===== config.mk =====
export PLATFORM = sky130hd
export DESIGN_NAME = tkrs_front
export DESIGN_NICKNAME = d
export VERILOG_FILES = /design/src/hw/rtl/tkrs_pkg.sv /design/src/hw/rtl/tkrs_front.sv
export SDC_FILE = /design/constraint.sdc
export NUM_CORES = 1
export LEC_CHECK = 0
export ABC_AREA = 1
export BUFFER_PORTS_ARGS = -buffer_cell sky130_fd_sc_hd__clkbuf_2
export CAP_MARGIN = 20
export CORE_AREA = 3 3 78 80
export CTS_BUF_LIST = sky130_fd_sc_hd__clkbuf_4
export CTS_CLUSTER_SIZE = 16
export DETAILED_ROUTE_END_ITERATION = 8
export DIE_AREA = 0 0 81 83
export PLACE_DENSITY = 0.69
export SETUP_SLACK_MARGIN = 0.2
export SYNTH_ARGS = -nofsm -noshare
export SYNTH_HDL_FRONTEND = slang
export SYNTH_SLANG_ARGS = --single-unit

===== constraint.sdc =====
create_clock -name clk -period 1.2 [get_ports clk]
set_input_delay 0.24 -clock clk [delete_from_list [all_inputs] [get_ports clk]]
set_output_delay 0.24 -clock clk [all_outputs]
set_load 0.1 [all_outputs]

===== src/hw/rtl/tkrs_pkg.sv =====
// ----------------------------------------------------------------------------
// tkrs_pkg: shared types and constants for the three-key record sorter
// Record and result layouts, queue entry type, controller states and key order.
// ----------------------------------------------------------------------------
package tkrs_pkg;

  localparam int unsigned MaxRecordsDefault = 64;
  localparam int unsigned KeyW              = 32;
  localparam int unsigned QueueDepth        = 2;

  typedef struct packed {
    logic signed [KeyW-1:0] key_first;
    logic signed [KeyW-1:0] key_second;
    logic signed [KeyW-1:0] key_third;
    logic                   batch_end;
  } in_rec_t;

  typedef struct packed {
    logic signed [KeyW-1:0] out_first;
    logic signed [KeyW-1:0] out_second;
    logic signed [KeyW-1:0] out_third;
    logic                   out_last;
    logic                   overflow;
  } out_rec_t;

  typedef struct packed {
    logic [KeyW-1:0] k0;
    logic [KeyW-1:0] k1;
    logic [KeyW-1:0] k2;
  } rec_t;

  // one classified item handed from the front to the back
  typedef struct packed {
    rec_t rec;
    logic keep;       // room left: store it
    logic close;      // batch ends with this item
    logic dropped;    // batch has dropped a record so far
  } q_ent_t;

  typedef enum logic [1:0] {
    ST_LOAD,
    ST_SORT,
    ST_EMIT
  } bk_state_t;

  // strict descending order: x comes before y
  function automatic logic goes_before(input rec_t x, input rec_t y);
    logic [KeyW-1:0] a0, a1, a2, b0, b1, b2;
    begin
      a0 = x.k0 ^ {1'b1, {(KeyW-1){1'b0}}};
      a1 = x.k1 ^ {1'b1, {(KeyW-1){1'b0}}};
      a2 = x.k2 ^ {1'b1, {(KeyW-1){1'b0}}};
      b0 = y.k0 ^ {1'b1, {(KeyW-1){1'b0}}};
      b1 = y.k1 ^ {1'b1, {(KeyW-1){1'b0}}};
      b2 = y.k2 ^ {1'b1, {(KeyW-1){1'b0}}};
      if (a0 != b0) goes_before = a0 > b0;
      else if (a1 != b1) goes_before = a1 > b1;
      else goes_before = a2 > b2;
    end
  endfunction

endpackage


===== src/hw/rtl/tkrs_front.sv =====
// ----------------------------------------------------------------------------
// tkrs_front: input classifier
// Counts records of the current batch, marks each as kept or dropped and
// tracks the batch overflow flag; pushes classified items into the queue.
// ----------------------------------------------------------------------------
module tkrs_front #(
  parameter int unsigned MAX_RECORDS = tkrs_pkg::MaxRecordsDefault
) (
  input  logic              clk,
  input  logic              rst_n,
  input  logic              in_valid,
  output logic              in_ready,
  input  tkrs_pkg::in_rec_t in_data,
  output logic              push,
  output tkrs_pkg::q_ent_t  push_ent,
  input  logic              q_full
);

  localparam int unsigned CntW = $clog2(MAX_RECORDS + 1);

  logic [CntW-1:0] count_r, count_nxt;
  logic            drop_r, drop_nxt;
  logic            keep;

  assign in_ready = !q_full;
  assign push     = in_valid && in_ready;
  assign keep     = count_r != CntW'(MAX_RECORDS);

  // classify the incoming record
  always_comb begin
    push_ent.rec.k0  = in_data.key_first;
    push_ent.rec.k1  = in_data.key_second;
    push_ent.rec.k2  = in_data.key_third;
    push_ent.keep    = keep;
    push_ent.close   = in_data.batch_end;
    push_ent.dropped = drop_r || !keep;
  end

  // advance batch count and drop flag
  always_comb begin
    count_nxt = count_r;
    drop_nxt  = drop_r;
    if (push) begin
      if (in_data.batch_end) begin
        count_nxt = '0;
        drop_nxt  = 1'b0;
      end else begin
        if (keep) count_nxt = count_r + 1'b1;
        else      drop_nxt  = 1'b1;
      end
    end
  end

  always_ff @(posedge clk) begin
    if (!rst_n) begin
      count_r <= '0;
      drop_r  <= 1'b0;
    end else begin
      count_r <= count_nxt;
      drop_r  <= drop_nxt;
    end
  end

endmodule


# [Yosys cells after proc, flatten, opt, wreduce, memory -nomap -nowiden]
# Index checks and enable logic that the tools add are counted.
# W data, S select, Z words.
[word_totals] inputBits=101 mem_count=0 ramBits=0 register_bits=8 rom_bits=0 output_inout_bits=101 latch_bits=0 elab_cells=16
[op_classes] order_cmp=0 bitwise_logic=0 div_mod_pow=0 addsub=1 shifts=0 muxes=4 n_eq_ne=2 n_mul=0 n_reduce_logical=7
[op_table] op="$mux W7" count=2
[op_table] op="$add A7 B1 Y7 const B" count=1
[op_table] op="$ne A7 B7 Y1 const B" count=1
[op_table] op="$reduce_and A2 Y1" count=2
[op_table] op="$logic_not A1 Y1" count=2
[op_table] op="$mux W1" count=2
[op_table] op="$ne A2 B1 Y1 const B" count=1
[op_table] op="$reduce_bool A2 Y1" count=1
[op_table] op="$logic_and A1 B1 Y1" count=1
[op_table] op="$logic_or A1 B1 Y1" count=1

# [Depth between registers and ports, before layout]
[depth] ltp_word=3 ltp_mapped=11 ltp_nobuf=11

# [Worst setup path after synthesis]
# OpenSTA, ideal clock, no wires.
[synth_path] path_kind="register to register" start="register count_r[0]" end="register drop_r" required_ns=1.077 n_path_buf=0 setup_time_ns=0.123 stages_incl_launch_ff=8 synth_period_minus_slack_ns=1.817 arrival_ns=1.694 slack_ns=-0.617 cell_sequence="dfxtp_1 > inv_1 > ha_1 > inv_1 > nor2_1 > nand3_2 > nand2_1 > nor3b_1"
[synth_via] elab_chain_cells=3
[synth_rtl] element="from (decl)" line_no="tkrs_front.sv:21" source="logic [CntW-1:0] count_r, count_nxt;"
[synth_rtl] element="from (signal assigned)" line_no="tkrs_front.sv:59" source="count_r <= count_nxt;"
[synth_rtl] element="$ne A7 B7 Y1" line_no="tkrs_front.sv:27" source="assign keep = count_r != CntW'(MAX_RECORDS);"
[synth_rtl] element="net keep" line_no="tkrs_front.sv:23" source="logic keep;"
[synth_rtl] element="$ne A2 B1 Y1 (no source line)"
[synth_rtl] element="$reduce_and A2 Y1 (no source line)"
[synth_rtl] element="to (signal assigned)" line_no="tkrs_front.sv:60" source="drop_r <= drop_nxt;"
[synth_rtl] element="to (decl)" line_no="tkrs_front.sv:22" source="logic drop_r, drop_nxt;"
# The timed path passes the listed nets, and every way through them passes these cells.
# A chain may end at the register's enable or synchronous reset.

==> results.txt <==
The design draws 0.6729 mW. The logs give 0 for the final max-slew violation count and 0.005473 mm2 for the floorplan core area. Setup repair after global routing could not meet its margin everywhere. The run gives 18 as the number of unique standard cell types used by synthesis. For this block, wires on met1 add up to 664 um. The post-synthesis adder-cell area fraction is 0.02024. In the detailed route, the total length drawn on met2 is 999 um. The XOR/XNOR share of the synthesized area is 0.

Tracing the worst setup path back leads to its startpoint at count_r[0]. The element type at the critical path end is an output pin. The number of optimization iterations in the first detailed-route pass was 3; the total met3 wirelength after detailed routing was 286 um.

The repair_antennas step left the layout with diodes totalling 0. TritonCTS created 3 clock buffers. The total number of vias is 680, and the minimum period implied by the final worst setup slack is 1.505 ns. The run gives 180 as the post-route non-filler standard cell count.

The launch point of the worst reg-to-reg path is count_r[0]. The tools report the number of H-tree levels as 1. The endpoint identified for the worst register-to-register timing path is count_r[6]. The growth of design area from synthesis to finish is -17.92%, and the post-synthesis sequential area ratio is 0.1296. STA classifies the critical path startpoint as a flop. The worst hold path depth is 3, and the final-stage net count is 213. The total power divided by cell area came out at 663.1 mW/mm2. The DRC marker count from the first detailed-route iteration is 49, and the floorplan row count is 27.

Across the routed clock network, the largest skew measured is 0.005368 ns. The floorplan step set the die height to 83 um. The average routed wire per standard cell was 11.69 um; the average vias per placed instance was 3.778. The number of antenna violations at the first check in global routing is 0. Headroom to the max-slew limit: 0.8373.

The tools report the worst supply voltage drop on vdd as 0.1440 mV. Measured in cells, the most critical reg-to-reg path has a length of 13. The share of post-route cells with drive strength above 1 was 0.5185; the final RePlAce weighted congestion was 0.8112.

The total nets after synthesis is 279. The synthesized-area fraction occupied by and/or/nand/nor cells was 0.1852; the required time of the worst setup path was 0.96 ns. Each instance of the synthesized netlist takes up on average 7.024 um2. Input and output buffers added on the ports amount to 9.

TritonCTS built the clock tree. The path with the worst hold slack has its endpoint at count_r[0]. The first global-routing pass estimated 3084 um of wire. The total global routing track utilization came out at 0.06051. The clock tree root driver cell is sky130_fd_sc_hd__clkbuf_4. The run gives 2 as the maximum number of buffers from clock root to sink. The largest net degree at the start of global routing was 10; the post-route worst setup slack was -0.3049 ns. The run gives 0.1854 as the final cell utilization of the core. The run finished, with violations left. The tools report the origin of the worst min-delay path as rst_n.

Synthesis inferred 8 register bits. The tools report the worst reg-to-reg setup slack as -0.25 ns. The count of placed standard cells including taps was 170.

The cell count after synthesis came out at 176. The startpoint-to-endpoint class of the critical path was flop to output pin. Based on the critical path, the design can be clocked at up to 664.5 MHz.

The total of max-cap violations came out at 0. The tools report the number of fillers in the final layout as 624. The run gives 676 as the via count of the first global-routing pass. The tightest min-delay check is of the input pin to flop type.

For this design the static power due to leakage is 0.4051 nW. The pre-CTS setup slack was -0.1368 ns. The run gives 0.006723 mm2 as the die footprint.

The wire-length estimate of the detail-placed layout is 1492 um. After synthesis, the largest family of logic cells by area is buffers and inverters. During synthesis, Yosys emitted a total of 0 warnings. The logs give 1.26 ns for the signal arrival time at the worst endpoint and 0 for the hold buffer count at CTS. Setup violations remaining at the end of the flow were counted as 9. The synthesized-area fraction occupied by ao, oa, aoi and oai cells came out at 0.03036. The final reports fail on negative setup slack. At the pin with the least slew margin, the transition time is 0.2431 ns. From left edge to right edge, the die measures 81 um. Of all nets on the critical path, the largest fanout is 3. The post-route clock period utilization was 1.254; the total I/O pin count was 202.

The final global-route overflow total is 0. The detailed-route DRC error count was 0. Summing every instance area after synthesis gives 0.001236 mm2. Multiplexer fraction of the synthesized cell area: 0.

The detail route stage leaves a number of antenna-violating nets equal to 0. The later-pin clock latency in the skew report was 0.27 ns; the clock-pin transition on the worst setup and hold timing paths was 0.05 ns. The effective utilization at floorplan is 0.2259, and the total number of clock tree sinks is 8. The run gives 0 as the final-report hold violation count. The detailed router used layers up to and including met4.

The sum of routed wire length over all layers came out at 2105 um.
placed cells by master, fill, tap and decap left out, types with 3 or more instances in the layout:
| cell | n |
|---|---|
| sky130_fd_sc_hd__clkbuf_4 | 3 |
| sky130_fd_sc_hd__dfxtp_1 | 6 |
| sky130_fd_sc_hd__buf_12 | 6 |
| sky130_fd_sc_hd__nand2_2 | 3 |
| sky130_fd_sc_hd__a21oi_1 | 4 |
| sky130_fd_sc_hd__nor2_2 | 3 |
| sky130_fd_sc_hd__nand2_1 | 19 |
| sky130_fd_sc_hd__inv_1 | 7 |
| sky130_fd_sc_hd__buf_4 | 14 |
| sky130_fd_sc_hd__nand3_1 | 6 |
| sky130_fd_sc_hd__nor2_1 | 7 |
| sky130_fd_sc_hd__inv_2 | 4 |
metal layers:
| layer | global-route usage | vias to the layer above |
|---|---|---|
| li1 | - | 309 |
| met1 | 0.05036 | 302 |
| met2 | 0.07991 | 38 |
| met3 | 0.04447 | 31 |
| met4 | 0.07834 | 0 |
| met5 | 0 | - |
worst max-delay path by stage:
stage / end / cells past startpoint / slack [ns]
6_report: push_ent[0] / 7 / -0.30
2_1_floorplan: count_r[3] / 6 / -0.19
3_3_place_gp: count_r[6] / 9 / -0.10
5_1_grt: push_ent[0] / 7 / -0.38
3_5_place_dp: count_r[6] / 11 / -0.14
4_1_cts: push_ent[0] / 7 / -0.32
cell families after synthesis:
family,Yosys count
flops,8
simple gates,48
fa+ha+maj,2
buf+inv,111
compound gates,7
synth_stat cells:
| library cell | instances | area [um2] |
|---|---|---|
| sky130_fd_sc_hd__inv_2 | 1 | 3.750 |
| sky130_fd_sc_hd__o21bai_1 | 1 | 7.510 |
| sky130_fd_sc_hd__nor3_1 | 1 | 5.000 |
| sky130_fd_sc_hd__nand3_1 | 7 | 35.03 |
| sky130_fd_sc_hd__nor2_2 | 2 | 12.51 |
| sky130_fd_sc_hd__buf_4 | 98 | 735.7 |
| sky130_fd_sc_hd__a21oi_1 | 6 | 30.03 |
| sky130_fd_sc_hd__ha_1 | 2 | 25.02 |
| sky130_fd_sc_hd__nand2_1 | 22 | 82.58 |
| sky130_fd_sc_hd__nor2_4 | 1 | 11.26 |
| sky130_fd_sc_hd__nand3_2 | 1 | 10.01 |
| sky130_fd_sc_hd__nand2_4 | 1 | 11.26 |
| sky130_fd_sc_hd__dfxtp_1 | 8 | 160.2 |
| sky130_fd_sc_hd__nand3b_1 | 1 | 7.510 |
| sky130_fd_sc_hd__nor2_1 | 9 | 33.78 |
| sky130_fd_sc_hd__nor3b_1 | 1 | 7.510 |
| sky130_fd_sc_hd__inv_1 | 12 | 45.04 |
| sky130_fd_sc_hd__nand2_2 | 2 | 12.51 |
area by class of cell:
class | count | area [um2] | share of cell area
flip-flops and latches | 8 | 162.7 | 0.1603
repair buffers | 26 | 286.5 | 0.2824
inverters | 13 | 65.06 | 0.06412
multi-input cells | 58 | 387.9 | 0.3822
clock buffers | 3 | 22.52 | 0.02219
well taps | 72 | 90.09 | 0.08878
state kept, by name, summed over array words and instances, names as in the netlist:
register,flops
drop_r,1
count_r,7
worst max-delay path, stage by stage (launching register included):
cell and delay [ns]:
sky130_fd_sc_hd__dfxtp_2 0.32, sky130_fd_sc_hd__inv_2 0.07, sky130_fd_sc_hd__ha_4 0.12, sky130_fd_sc_hd__inv_2 0.04, sky130_fd_sc_hd__nor2_4 0.09, sky130_fd_sc_hd__nand3_4 0.12, sky130_fd_sc_hd__nand2_8 0.09, sky130_fd_sc_hd__buf_12 0.16
power breakdown:
part | switching (mW) | internal (mW)
clock | 0.107 | 0.115
sequential | 0.00167 | 0.269
combinational | 0.102 | 0.0789
what timing repair did:
item                                    in CTS  in global routing
cloned                                       0                  1
resized for setup                            8                  9
pin swaps                                    3                  6
endpoints found under the setup margin      11                 11
setup buffers                                4                  2
hold endpoints to repair                     0                  0
through the flow:
step | TNS [ns] | cell area, um2 | hold WS, ns
floorplan | -1.097 | 1313 | 0.3756
global placement | -0.4263 | 869.6 | 0.4754
detailed placement | -0.6868 | 869.6 | 0.4766
CTS | -1.495 | 958.4 | 0.2663
global route | -2.809 | 1015 | 0.2889
finish | -1.977 | 1015 | 0.2898
Note: power is estimated with default switching activity, not from simulation.
