==> src/hw/rtl/tkrs_pkg.sv <==
// ----------------------------------------------------------------------------
// tkrs_pkg: shared types and constants for the three-key record sorter
// Record and result layouts, queue entry type, controller states and key order.
// ----------------------------------------------------------------------------
package tkrs_pkg;

  localparam int unsigned MaxRecordsDefault = 64;
  localparam int unsigned KeyW              = 32;
  localparam int unsigned QueueDepth        = 2;

  typedef struct packed {
    logic signed [KeyW-1:0] key_first;
    logic signed [KeyW-1:0] key_second;
    logic signed [KeyW-1:0] key_third;
    logic                   batch_end;
  } in_rec_t;

  typedef struct packed {
    logic signed [KeyW-1:0] out_first;
    logic signed [KeyW-1:0] out_second;
    logic signed [KeyW-1:0] out_third;
    logic                   out_last;
    logic                   overflow;
  } out_rec_t;

  typedef struct packed {
    logic [KeyW-1:0] k0;
    logic [KeyW-1:0] k1;
    logic [KeyW-1:0] k2;
  } rec_t;

  // one classified item handed from the front to the back
  typedef struct packed {
    rec_t rec;
    logic keep;       // room left: store it
    logic close;      // batch ends with this item
    logic dropped;    // batch has dropped a record so far
  } q_ent_t;

  typedef enum logic [1:0] {
    ST_LOAD,
    ST_SORT,
    ST_EMIT
  } bk_state_t;

  // strict descending order: x comes before y
  function automatic logic goes_before(input rec_t x, input rec_t y);
    logic [KeyW-1:0] a0, a1, a2, b0, b1, b2;
    begin
      a0 = x.k0 ^ {1'b1, {(KeyW-1){1'b0}}};
      a1 = x.k1 ^ {1'b1, {(KeyW-1){1'b0}}};
      a2 = x.k2 ^ {1'b1, {(KeyW-1){1'b0}}};
      b0 = y.k0 ^ {1'b1, {(KeyW-1){1'b0}}};
      b1 = y.k1 ^ {1'b1, {(KeyW-1){1'b0}}};
      b2 = y.k2 ^ {1'b1, {(KeyW-1){1'b0}}};
      if (a0 != b0) goes_before = a0 > b0;
      else if (a1 != b1) goes_before = a1 > b1;
      else goes_before = a2 > b2;
    end
  endfunction

endpackage

==> src/hw/rtl/tkrs_queue.sv <==
// ----------------------------------------------------------------------------
// tkrs_queue: short FIFO between front and back
// Two-entry register queue so each side stalls on its own.
// ----------------------------------------------------------------------------
module tkrs_queue (
  input  logic             clk,
  input  logic             rst_n,
  input  logic             push,
  input  tkrs_pkg::q_ent_t push_ent,
  output logic             full,
  input  logic             pop,
  output logic             not_empty,
  output tkrs_pkg::q_ent_t head
);

  localparam int unsigned PtrW = $clog2(tkrs_pkg::QueueDepth);

  tkrs_pkg::q_ent_t      mem_r [tkrs_pkg::QueueDepth];
  logic [PtrW-1:0]       wp_r, rp_r;
  logic [PtrW:0]         cnt_r, cnt_nxt;

  assign full      = cnt_r == (PtrW+1)'(tkrs_pkg::QueueDepth);
  assign not_empty = cnt_r != '0;
  assign head      = mem_r[rp_r];

  always_comb begin
    cnt_nxt = cnt_r;
    if (push && !pop) cnt_nxt = cnt_r + 1'b1;
    else if (!push && pop) cnt_nxt = cnt_r - 1'b1;
  end

  // store entry
  always_ff @(posedge clk) begin
    if (push) mem_r[wp_r] <= push_ent;
  end

  // advance pointers
  always_ff @(posedge clk) begin
    if (!rst_n) begin
      wp_r  <= '0;
      rp_r  <= '0;
      cnt_r <= '0;
    end else begin
      if (push) wp_r <= wp_r + 1'b1;
      if (pop)  rp_r <= rp_r + 1'b1;
      cnt_r <= cnt_nxt;
    end
  end

endmodule

==> config.mk <==
export PLATFORM = sky130hd
export DESIGN_NAME = tkrs_queue
export DESIGN_NICKNAME = d
export VERILOG_FILES = /design/src/hw/rtl/tkrs_pkg.sv /design/src/hw/rtl/tkrs_queue.sv
export SDC_FILE = /design/constraint.sdc
export NUM_CORES = 1
export LEC_CHECK = 0
export BUFFER_PORTS_ARGS = -buffer_cell sky130_fd_sc_hd__buf_2
export CORE_UTILIZATION = 33
export DETAILED_ROUTE_END_ITERATION = 8
export SYNTH_ARGS = -nofsm -noshare
export SYNTH_HDL_FRONTEND = slang
export SYNTH_SLANG_ARGS = --single-unit
==> constraint.sdc <==
create_clock -name clk -period 8 [get_ports clk]
set_clock_uncertainty 0.2 [all_clocks]
set_input_delay 1.6 -clock clk [delete_from_list [all_inputs] [get_ports clk]]
set_output_delay 1.6 -clock clk [all_outputs]
set_load 0.05 [all_outputs]
== Yosys cells after proc, flatten, opt, wreduce, memory -nomap -nowiden ==
Memory sizes are Yosys's and may differ from the RTL's. A register that Yosys moved wholly into a read port is not among the register bits.
Index checks and enable logic that the tools add are counted.
Storage, ports and cells
  output and inout port bits: 101
  RAM bits: 198
  memories kept: 1
  word-level logic and storage cells: 21
  flip-flop bits (word level): 4
Memory list
  mem_r: depth 2, width 99, read ports 1, clocked after Yosys merged registers in 1, wr ports 1, RTL line tkrs_queue.sv:18  | tkrs_pkg::q_ent_t mem_r [tkrs_pkg::QueueDepth];
Cells by class
  equal/unequal tests: 1
  multiplexer cells: 6
  reduce and logical (&&, ||, !) cells: 6
  $add $sub $neg: 4
Operators with widths (number)
  two-way mux 1 bit: 4
  two-way mux 2 bit: 2
  nonzero test 2 bit: 2
  adder 1 bit, second input constant: 2
  adder 2 x 1 -> 2 bit, second input constant: 1
  == test 2 bit, second input constant: 1
  logical AND 1 bit: 2
  zero test 1 bit: 2
  subtractor 2 x 1 -> 2 bit, second input constant: 1

== Logic depth before layout (Yosys ltp) ==
Gate-level depths: netlist of the first run.
  depth in word-level cells: 4
  mapped depth: 5
  depth with buffers taken out: 5

== Worst setup path after synthesis of the first run ==
OpenSTA, ideal clock, no wires.
  path kind: in2reg
  from: input push
  to: memory mem_r[0][0] (netlist bit), enable pin
  data required time: 7.230 ns
  setup time: 0.570 ns
  stages: 1
  slack: 1.290 ns
  arrival time: 5.940 ns
  cells stage by stage: nor2b_1
On the way
  longest elaborated chain between the ends: 2
RTL lines
  start: declaration: RTL line tkrs_queue.sv:8  | input logic push,
  two-way mux 1 bit: RTL line tkrs_queue.sv:34  | if (push) mem_r[wp_r] <= push_ent;
  two-way mux 1 bit (not written as such): RTL line tkrs_queue.sv:34
  end: declaration: RTL line tkrs_queue.sv:18
No other way between the ends.

==> results.cfg, run 1 <==
[outcome]
status = finished, final reports clean

[hold_path]
type_of_the_tightest_min_delay_check = reg -> reg
cell_depth_of_the_worst_min_delay_path = 2
hold_end = cnt_r[1]
min-delay-start = cnt_r[1]

[detailed_routing]
routed-via-count = 3732
drt-pass1-iter-count = 4
via_density = 4.41
routedWlPerCell_um = 16.3
drc = 0
detailedRoute.firstIterationViolations = 135
postRouteAntennaNets = 0
drt-total-wl_um = 13800

[grt]
grt_start_max_net_pins = 56
grt_pass1_vias = 4113
antenna_found_initial = 2
grt_first_pass_wirelength_um = 20500
grt_usage = 0.117
global_route.overflow_total = 0

[floorplan]
die_w_um = 152
core-area_sq_um = 21900
core.rowCount = 54
initial_core_util = 0.338
floorplan.die_area_sq_um = 23000
boundaryPins = 204
die_h_um = 152

[critical_path]
r2r_end = mem_r[0][27]
worst_r2r_startpoint = wp_r
critPathMaxFanout = 54
worst_setup_path_end_kind = primary output
required_ns = 6.20
worstPathBufferInverterCount = 2
timing.reg2reg.worst_path_depth = 3
timing.critical_path.slowest_cell_delay_ns = 0.75
critPathLaunchType = register
reg2reg_setup_slack_ns = 5.67
startpoint_to_endpoint_class_of_the_critical_path = reg -> out
critical_path_arrival_ns = 2.66
library_cell_contributing_the_largest_single_delay_on_the_critical_path = sky130_fd_sc_hd__dfxtp_4
cp_delay_by_family_top = buffers and inverters
cp_cell_sequence = buf_4 -> mux2_2 -> buf_2

[clocking]
clk_pin_slew_ns = 0.05
clock-root-buffer = sky130_fd_sc_hd__clkbuf_16
tritoncts_num_sinks = 203
clock_path_buffers = 3
cts_repair_resize_count = 0
clock_latency_ns = 0.49
cts_tree = built
cts-buffers-inserted = 22
postCtsSetupRepairBufs = 0
cts.hold.buffers_added = 0
cts_h_tree_depth = 1

[final_layout]
syn2layout_area_growth_pct = 27.5
finish.cell_count_without_fillers = 846
drive_gt1_frac = 0.600
nNetsFinal = 654

[synthesis]
syn_nets = 434
most_frequently_used_cell_type_in_the_post_synthesis_netlist = sky130_fd_sc_hd__edfxtp_1
share_of_the_synthesized_area_in_the_top_cell_type = 0.804
synthesis.area_per_instance_sq_um = 22.4
synth_largest_area_cell = sky130_fd_sc_hd__edfxtp_1
netlist_area_sq_um = 7390
syn_inst = 330
async_reset_ff_frac = 0
yosys_warnings = 0
yosys_register_bits = 203
yosys-top-cells-count = 198 x sky130_fd_sc_hd__edfxtp_1, 89 x sky130_fd_sc_hd__mux2_2, 10 x sky130_fd_sc_hd__mux2_4
synthFlopType = sky130_fd_sc_hd__edfxtp_1
synth.distinct_cells = 17
synth-seq-area-share = 0.818
cell_types_with_the_largest_area_share_after_synthesis = sky130_fd_sc_hd__edfxtp_1 80%, sky130_fd_sc_hd__mux2_2 14%, sky130_fd_sc_hd__mux2_4 2.0%
synth-edff-count = 198

[flow_run]
max-cap-violations = 0

[power_and_ir_drop]
peak_supply_drop_mv = 0.146
total_leakage_power_nw = 3.53
powerDensity_nw_per_um2 = 277

[sta]
drv_slew = 0
timing.final.crit_share = 0.557
setup_repair_after_global_routing_missed_its_margin = false
final-hold-violation-count = 0
final.setup.tns_ns = 0
post-route-min-period_ns = 4.46
max_clock_freq_mhz = 224
timing.slew.headroom = 0.487
max_slew.worst_pin.slew_ns = 0.770
finalSetupViolCount = 0

[placed_design]
gpl.final_weighted_congestion = 0.709
place_inst = 806
io_buffers = 203
dp.final_hpwl_um = 8960
[per-layer routing]
layer | part of all wire | global-route usage | wire length, um
met1 | 0.39 | 0.129 | 5360
met2 | 0.50 | 0.205 | 6850
met3 | 0.093 | 0.0431 | 1290
met4 | 0.022 | 0.0401 | 303
met5 | 0.00094 | 0 | 13
[cells by family after synthesis]
kind of cell / after synthesis / synth area share
DFF: 203 / 0.818
and+or+nand+nor: 9 / 0.00762
buffers and inverters: 12 / 0.0105
muxes: 99 / 0.156
AOI/OAI and AO/OA: 3 / 0.00271
xor gates and xnor gates: 3 / 0.00356
adders and majority gates: 1 / 0.00169
[where the power goes]
| part | internal, mW | switching (mW) | total [mW] | leakage (nW) |
|---|---|---|---|---|
| sequential | 1.23 | 0.0214 | 1.25 | 1.90 |
| combinational | 0.114 | 0.276 | 0.390 | 1.29 |
| clock | 0.586 | 0.380 | 0.966 | 0.341 |
[sequential cells by signal, summed over array words and instances (netlist names), named ones only]
register / count
rp_r: 1
mem_r: 198
wp_r: 1
cnt_r: 2
[tightest hold or removal path: cells and delay by family (launching register included)]
| family | cells | cell delay (ns) |
|---|---|---|
| AOI/OAI and AO/OA | 2 | 0.14 |
| DFF | 1 | 0.32 |
[metrics by stage]
stage	utilization	power, mW	setup slack, ns	hold slack (ns)	area, sq um
floorplan	-	1.57	1.29	0.261	7390
global placement	0.399	1.66	4.02	0.272	8730
detailed placement	0.399	1.67	3.98	0.304	8730
CTS	0.430	2.65	3.43	0.315	9420
global route	0.430	2.71	3.36	0.353	9420
finish	0.430	2.61	3.54	0.308	9420
[worst max path at each step]
stage	from	end	slack, ns	depth (start not counted)
2_1_floorplan	push	mem_r[0][0]	1.29	1
3_3_place_gp	register	head[1]	4.02	3
3_5_place_dp	register	head[3]	3.98	3
4_1_cts	register	head[3]	3.43	3
5_1_grt	register	head[0]	3.36	3
6_report	register	head[0]	3.54	3
[cells in the final DEF (no fill, tap or decap)]
cell type / n
sky130_fd_sc_hd__a21boi_1: 1
sky130_fd_sc_hd__and2_1: 3
sky130_fd_sc_hd__and2_4: 1
sky130_fd_sc_hd__buf_2: 203
sky130_fd_sc_hd__buf_4: 4
sky130_fd_sc_hd__bufinv_16: 2
sky130_fd_sc_hd__clkbuf_1: 5
sky130_fd_sc_hd__clkbuf_16: 23
sky130_fd_sc_hd__clkinv_1: 5
sky130_fd_sc_hd__clkinv_2: 4
sky130_fd_sc_hd__dfxtp_1: 4
sky130_fd_sc_hd__dfxtp_4: 1
sky130_fd_sc_hd__diode_2: 1
sky130_fd_sc_hd__edfxtp_1: 198
sky130_fd_sc_hd__ha_1: 1
sky130_fd_sc_hd__inv_1: 1
sky130_fd_sc_hd__mux2_2: 89
sky130_fd_sc_hd__mux2_4: 10
sky130_fd_sc_hd__nor2b_1: 2
sky130_fd_sc_hd__nor2b_4: 1
sky130_fd_sc_hd__o21a_1: 1
sky130_fd_sc_hd__o21ai_0: 1
sky130_fd_sc_hd__or2_2: 1
sky130_fd_sc_hd__or3_1: 1
sky130_fd_sc_hd__xnor2_1: 1
sky130_fd_sc_hd__xor2_1: 2
[layout make-up]
| cell class | instances | area [sq um] |
|---|---|---|
| inverter | 1 | 3.75 |
| antenna | 1 | 2.50 |
| fill | 1976 | 12500 |
| clock inverter | 11 | 98.8 |
| tap | 280 | 350 |
| clock buffer | 28 | 594 |
| timing repair buffer | 207 | 1050 |
| multi-input combinational | 115 | 1280 |
| sequential | 203 | 6050 |
Power figures use the tool's default switching activity.
==> run 2: changes to the inputs <==
ABC_AREA = 1   (was default)
clock period = 3.7 ns   (was 8 ns; I/O delays follow)
==> results.cfg, run 2 <==
[floorplan]
die_w_um = 152
die_h_um = 152
floorplan.die_area_sq_um = 23000
core.rowCount = 54
core-area_sq_um = 21900
boundaryPins = 204
initial_core_util = 0.338

[sta]
max_clock_freq_mhz = 324
final.setup.tns_ns = 0
max_slew.worst_pin.slew_ns = 0.665
finalSetupViolCount = 0
timing.slew.headroom = 0.556
drv_slew = 0
final-hold-violation-count = 0
post-route-min-period_ns = 3.09
setup_repair_after_global_routing_missed_its_margin = false
timing.final.crit_share = 0.835

[flow_run]
max-cap-violations = 0

[placed_design]
placedInstanceArea_sq_um = 8770
dp.final_hpwl_um = 9100
io_buffers = 203
gpl.final_weighted_congestion = 0.718
place_inst = 819

[hold_path]
hold_end = mem_r[1][6]
cell_depth_of_the_worst_min_delay_path = 1
type_of_the_tightest_min_delay_check = in -> reg
min-delay-start = push_ent[6]

[power_and_ir_drop]
total_leakage_power_nw = 3.60
powerDensity_nw_per_um2 = 599
peak_supply_drop_mv = 0.386

[clocking]
cts_repair_resize_count = 0
cts.hold.buffers_added = 0
cts-buffers-inserted = 23
cts_h_tree_depth = 1
clock_latency_ns = 0.48
cts_tree = built
postCtsSetupRepairBufs = 0
clock-root-buffer = sky130_fd_sc_hd__clkbuf_16
clk_pin_slew_ns = 0.06
clock_path_buffers = 3
tritoncts_num_sinks = 203

[final_layout]
drive_gt1_frac = 0.585
reg_top3 = mem_r: 198 flops, cnt_r: 2 flops
max_flop_register = mem_r
finish.cell_count_without_fillers = 859
largest_reg_flops = 198
layout_common_cells = 203 x sky130_fd_sc_hd__buf_2, 198 x sky130_fd_sc_hd__edfxtp_1, 89 x sky130_fd_sc_hd__mux2_2, 23 x sky130_fd_sc_hd__clkbuf_16, 10 x sky130_fd_sc_hd__mux2_4
most_common_cell_after_layout_fill_and_taps_aside = sky130_fd_sc_hd__buf_2
syn2layout_area_growth_pct = 28.8
antenna_cells = 0
final_area_sq_um = 9530
nNetsFinal = 668

[critical_path]
critical_path_arrival_ns = 2.15
reg2reg_setup_slack_ns = 1.76
required_ns = 2.76
timing.reg2reg.worst_path_depth = 3
worst_r2r_startpoint = wp_r
startpoint_to_endpoint_class_of_the_critical_path = reg -> out
r2r_end = mem_r[1][10]
worst_setup_path_end_kind = primary output
critPathLaunchType = register
critPathMaxFanout = 30

[grt]
grt_first_pass_wirelength_um = 20500
grt_pass1_vias = 3977
grt_start_max_net_pins = 100
grt_usage = 0.116
global_route.overflow_total = 0
antenna_found_initial = 0

[synthesis]
synthFlopType = sky130_fd_sc_hd__edfxtp_1
most_frequently_used_cell_type_in_the_post_synthesis_netlist = sky130_fd_sc_hd__edfxtp_1
synth_largest_area_cell = sky130_fd_sc_hd__edfxtp_1
yosys_warnings = 0
synth-edff-count = 198
netlist_area_sq_um = 7400
syn_nets = 447
yosys_register_bits = 203
synth-seq-area-share = 0.817
syn_inst = 343
synthesis.area_per_instance_sq_um = 21.6
async_reset_ff_frac = 0
cell_types_with_the_largest_area_share_after_synthesis = sky130_fd_sc_hd__edfxtp_1 80%, sky130_fd_sc_hd__mux2_2 14%, sky130_fd_sc_hd__mux2_4 2.0%
synth.distinct_cells = 14
yosys-top-cells-count = 198 x sky130_fd_sc_hd__edfxtp_1, 89 x sky130_fd_sc_hd__mux2_2, 10 x sky130_fd_sc_hd__mux2_4
share_of_the_synthesized_area_in_the_top_cell_type = 0.804

[detailed_routing]
detailedRoute.firstIterationViolations = 123
drt-pass1-iter-count = 4
drt-total-wl_um = 13800
routedWlPerCell_um = 16.0
drc = 0
via_density = 4.39
postRouteAntennaNets = 0
routed-via-count = 3767

[outcome]
status = finished, final reports clean
[run 2: kinds of logic (layout without fill, tap and decap cells)]
| logic type | after synthesis | after routing | synth area share |
|---|---|---|---|
| buf+inv | 19 | 255 | 0.0140 |
| compound gates | 2 | 2 | 0.00135 |
| mux | 99 | 99 | 0.156 |
| simple gates | 19 | 19 | 0.0101 |
| flops | 203 | 203 | 0.817 |
| fa+ha+maj | 1 | 1 | 0.00169 |
[run 2: worst max path at each step]
stage | from | endpoint | slack, ns | depth (start not counted)
finish | register | head[52] | 0.61 | 3
CTS | register | head[52] | 0.54 | 3
detailed placement | register | head[52] | 1.09 | 3
global placement | register | head[10] | 1.14 | 3
global route | register | head[10] | 0.48 | 3
floorplan | push | mem_r[1][0] | 0.32 | 2
[run 2: power breakdown]
group	internal, mW	switching (mW)	total, mW
clock network	1.41	0.827	2.24
registers	2.66	0.0368	2.70
logic	0.220	0.544	0.764
[run 2: cell type report]
class	instances	area (sq um)
inverters	8	32.5
repair buffers	207	1080
multi-input cells	121	1260
well taps	280	350
flip-flops and latches	203	6050
clock inverters	13	164
clock buffers	27	591
fillers	1981	12400
[run 2: through the flow]
step                hold slack, ns  total power, mW  setup WS [ns]   util
finish                       0.236             5.70          0.612  0.435
floorplan                    0.263             3.31          0.317      -
CTS                          0.205             5.80          0.539  0.435
global route                 0.205             5.92          0.485  0.435
detailed placement           0.291             3.52           1.09  0.401
global placement             0.287             3.50           1.14  0.401
[run 2: layer usage]
layer	vias to the layer above	wire (um)	GRT usage
met5	-	0	0
met4	0	266	0.0361
met3	24	1030	0.0335
met2	128	7160	0.209
met1	1827	5300	0.131
li1	1788	-	-
[run 2: worst max-delay path, cell delays in order (launching register included)]
cell and delay (ns):
sky130_fd_sc_hd__dfxtp_4 0.61, sky130_fd_sc_hd__buf_4 0.43, sky130_fd_sc_hd__mux2_2 0.38, sky130_fd_sc_hd__buf_2 0.21
==> run 3: changes to the inputs <==
clock period = 3 ns   (was 3.7 ns; I/O delays follow)
==> results.cfg, run 3 (synthesized netlist as in run 2, its figures left out) <==
[sta]
post-route-min-period_ns = 2.78
setup_repair_after_global_routing_missed_its_margin = false
max_slew.worst_pin.slew_ns = 0.615
drv_slew = 0
finalSetupViolCount = 0
hold-worst-slack_ns = 0.0956
final-hold-violation-count = 0
timing.slew.headroom = 0.590
max_clock_freq_mhz = 360
timing.final.crit_share = 0.925
final.setup.tns_ns = 0

[critical_path]
critPathLaunchType = register
critical_path_arrival_ns = 1.98
worst_r2r_startpoint = wp_r
crit_path_end = head[0]
required_ns = 2.20
library_cell_contributing_the_largest_single_delay_on_the_critical_path = sky130_fd_sc_hd__buf_4
cp_cell_sequence = buf_4 -> mux2_2 -> buf_2
startpoint_to_endpoint_class_of_the_critical_path = reg -> out
worst_setup_path_end_kind = primary output
timing.critical_path.slowest_cell_delay_ns = 0.46
timing.reg2reg.worst_path_depth = 3
critPathMaxFanout = 44
reg2reg_setup_slack_ns = 1.32
r2r_end = mem_r[1][78]

[clocking]
cts.hold.buffers_added = 0
cts_tree = built
cts_repair_resize_count = 0
clock_latency_ns = 0.49
cts-buffers-inserted = 22
tritoncts_num_sinks = 203
clock-root-buffer = sky130_fd_sc_hd__clkbuf_16
postCtsSetupRepairBufs = 0
clk_pin_slew_ns = 0.06
cts_h_tree_depth = 1
clock_path_buffers = 3

[final_layout]
layout_common_cells = 203 x sky130_fd_sc_hd__buf_2, 198 x sky130_fd_sc_hd__edfxtp_1, 89 x sky130_fd_sc_hd__mux2_2, 23 x sky130_fd_sc_hd__clkbuf_16, 10 x sky130_fd_sc_hd__mux2_4
drive_gt1_frac = 0.587
largest_reg_flops = 198
max_flop_register = mem_r
multiInputGateArea_sq_um = 1260
nFillCells = 1968
final_core_occ = 0.430
area.sequential_sq_um = 6050
antenna_cells = 0
nNetsFinal = 668
syn2layout_area_growth_pct = 27.2
most_common_cell_after_layout_fill_and_taps_aside = sky130_fd_sc_hd__buf_2
reg_top3 = mem_r: 198 flops, cnt_r: 2 flops
finish.cell_count_without_fillers = 856

[power_and_ir_drop]
powerDensity_nw_per_um2 = 707
switchingPower_mw = 1.71
clock_power_share = 0.358
share_comb_of_total_power = 0.143
cell_internal_pwr_mw = 4.95
peak_supply_drop_mv = 0.441
netSwitchingFraction = 0.256
seq_power_share = 0.499
total_leakage_power_nw = 3.54

[detailed_routing]
routed-via-count = 3780
detailedRoute.firstIterationViolations = 129
postRouteAntennaNets = 0
drc = 0
drt-total-wl_um = 13900
drt-pass1-iter-count = 4
via_density = 4.42
routedWlPerCell_um = 16.2

[floorplan]
die_h_um = 152
floorplan.die_area_sq_um = 23000
core-area_sq_um = 21900
core.rowCount = 54
die_w_um = 152
boundaryPins = 204
initial_core_util = 0.338

[hold_path]
cell_depth_of_the_worst_min_delay_path = 1
type_of_the_tightest_min_delay_check = in -> reg
min-delay-start = push_ent[72]

[grt]
grt_start_max_net_pins = 100
grt_first_pass_wirelength_um = 20200
grt_pass1_vias = 3916
grt_usage = 0.115
antenna_found_initial = 1
global_route.overflow_total = 0

[placed_design]
gpl.final_weighted_congestion = 0.708
place_inst = 820
io_buffers = 203
dp.final_hpwl_um = 9250

[outcome]
status = finished, final reports clean

[flow_run]
max-cap-violations = 0
## run 3: cell count changes in the layout (fill, tap and decap cells not counted)
cell / before / now
sky130_fd_sc_hd__buf_4: 1 / 2
sky130_fd_sc_hd__bufinv_16: 4 / 0
sky130_fd_sc_hd__clkbuf_1: 4 / 7
sky130_fd_sc_hd__clkinv_1: 6 / 1
sky130_fd_sc_hd__clkinv_2: 2 / 4
sky130_fd_sc_hd__clkinvlp_4: 0 / 2
sky130_fd_sc_hd__inv_4: 1 / 0
sky130_fd_sc_hd__inv_8: 1 / 0
## run 3: worst max-delay path: cells and delay by family, from the launching register on
kind,cells,cell delay [ns]
buffers and inverters,2,0.67
multiplexers,1,0.41
flip-flops,1,0.35
## run 3: worst min path at each step
stage	slack, ns	end
floorplan	0.26	register
CTS	0.06	mem_r[1][72]
detailed placement	0.29	rp_r
global route	0.07	mem_r[1][72]
finish	0.1	mem_r[1][72]
global placement	0.28	rp_r
## run 3: through the flow
| stage | setup slack, ns | power (mW) | cell area, sq um |
|---|---|---|---|
| 2_1_floorplan | 0.250 | 4.09 | 7410 |
| 3_3_place_gp | 0.750 | 4.32 | 8780 |
| 3_5_place_dp | 0.722 | 4.35 | 8780 |
| 4_1_cts | 0.183 | 6.76 | 9420 |
| 5_1_grt | 0.121 | 6.90 | 9420 |
| 6_report | 0.225 | 6.65 | 9420 |
## run 3: power by group through the flow
| stage | clock network (mW) | logic [mW] | registers, mW |
|---|---|---|---|
| after detailed placement | 0 | 0.965 | 3.38 |
| after CTS | 2.47 | 0.969 | 3.32 |
| after floorplan | 0 | 0.715 | 3.37 |
| after global placement | 0 | 0.950 | 3.37 |
| after global routing | 2.56 | 1.01 | 3.33 |
| final | 2.38 | 0.954 | 3.32 |
## run 3: final cells by class
type | instances | area share
flip-flops and latches | 203 | 0.643
multi-input cells | 121 | 0.134
repair buffers | 208 | 0.116
clock buffers | 30 | 0.0639
well taps | 280 | 0.0372
inverters | 8 | 0.00359
clock inverters | 6 | 0.00332
## run 3: metal layers
layer  global-route usage  up-vias  wire, um  part of all wire
met1                0.131     1846      5410              0.39
met3               0.0371       24      1040             0.075
met4               0.0381        2       355             0.026
met2                0.203      124      7080              0.51
met5                    0        -        11           0.00079
li1                     -     1784         -                 -
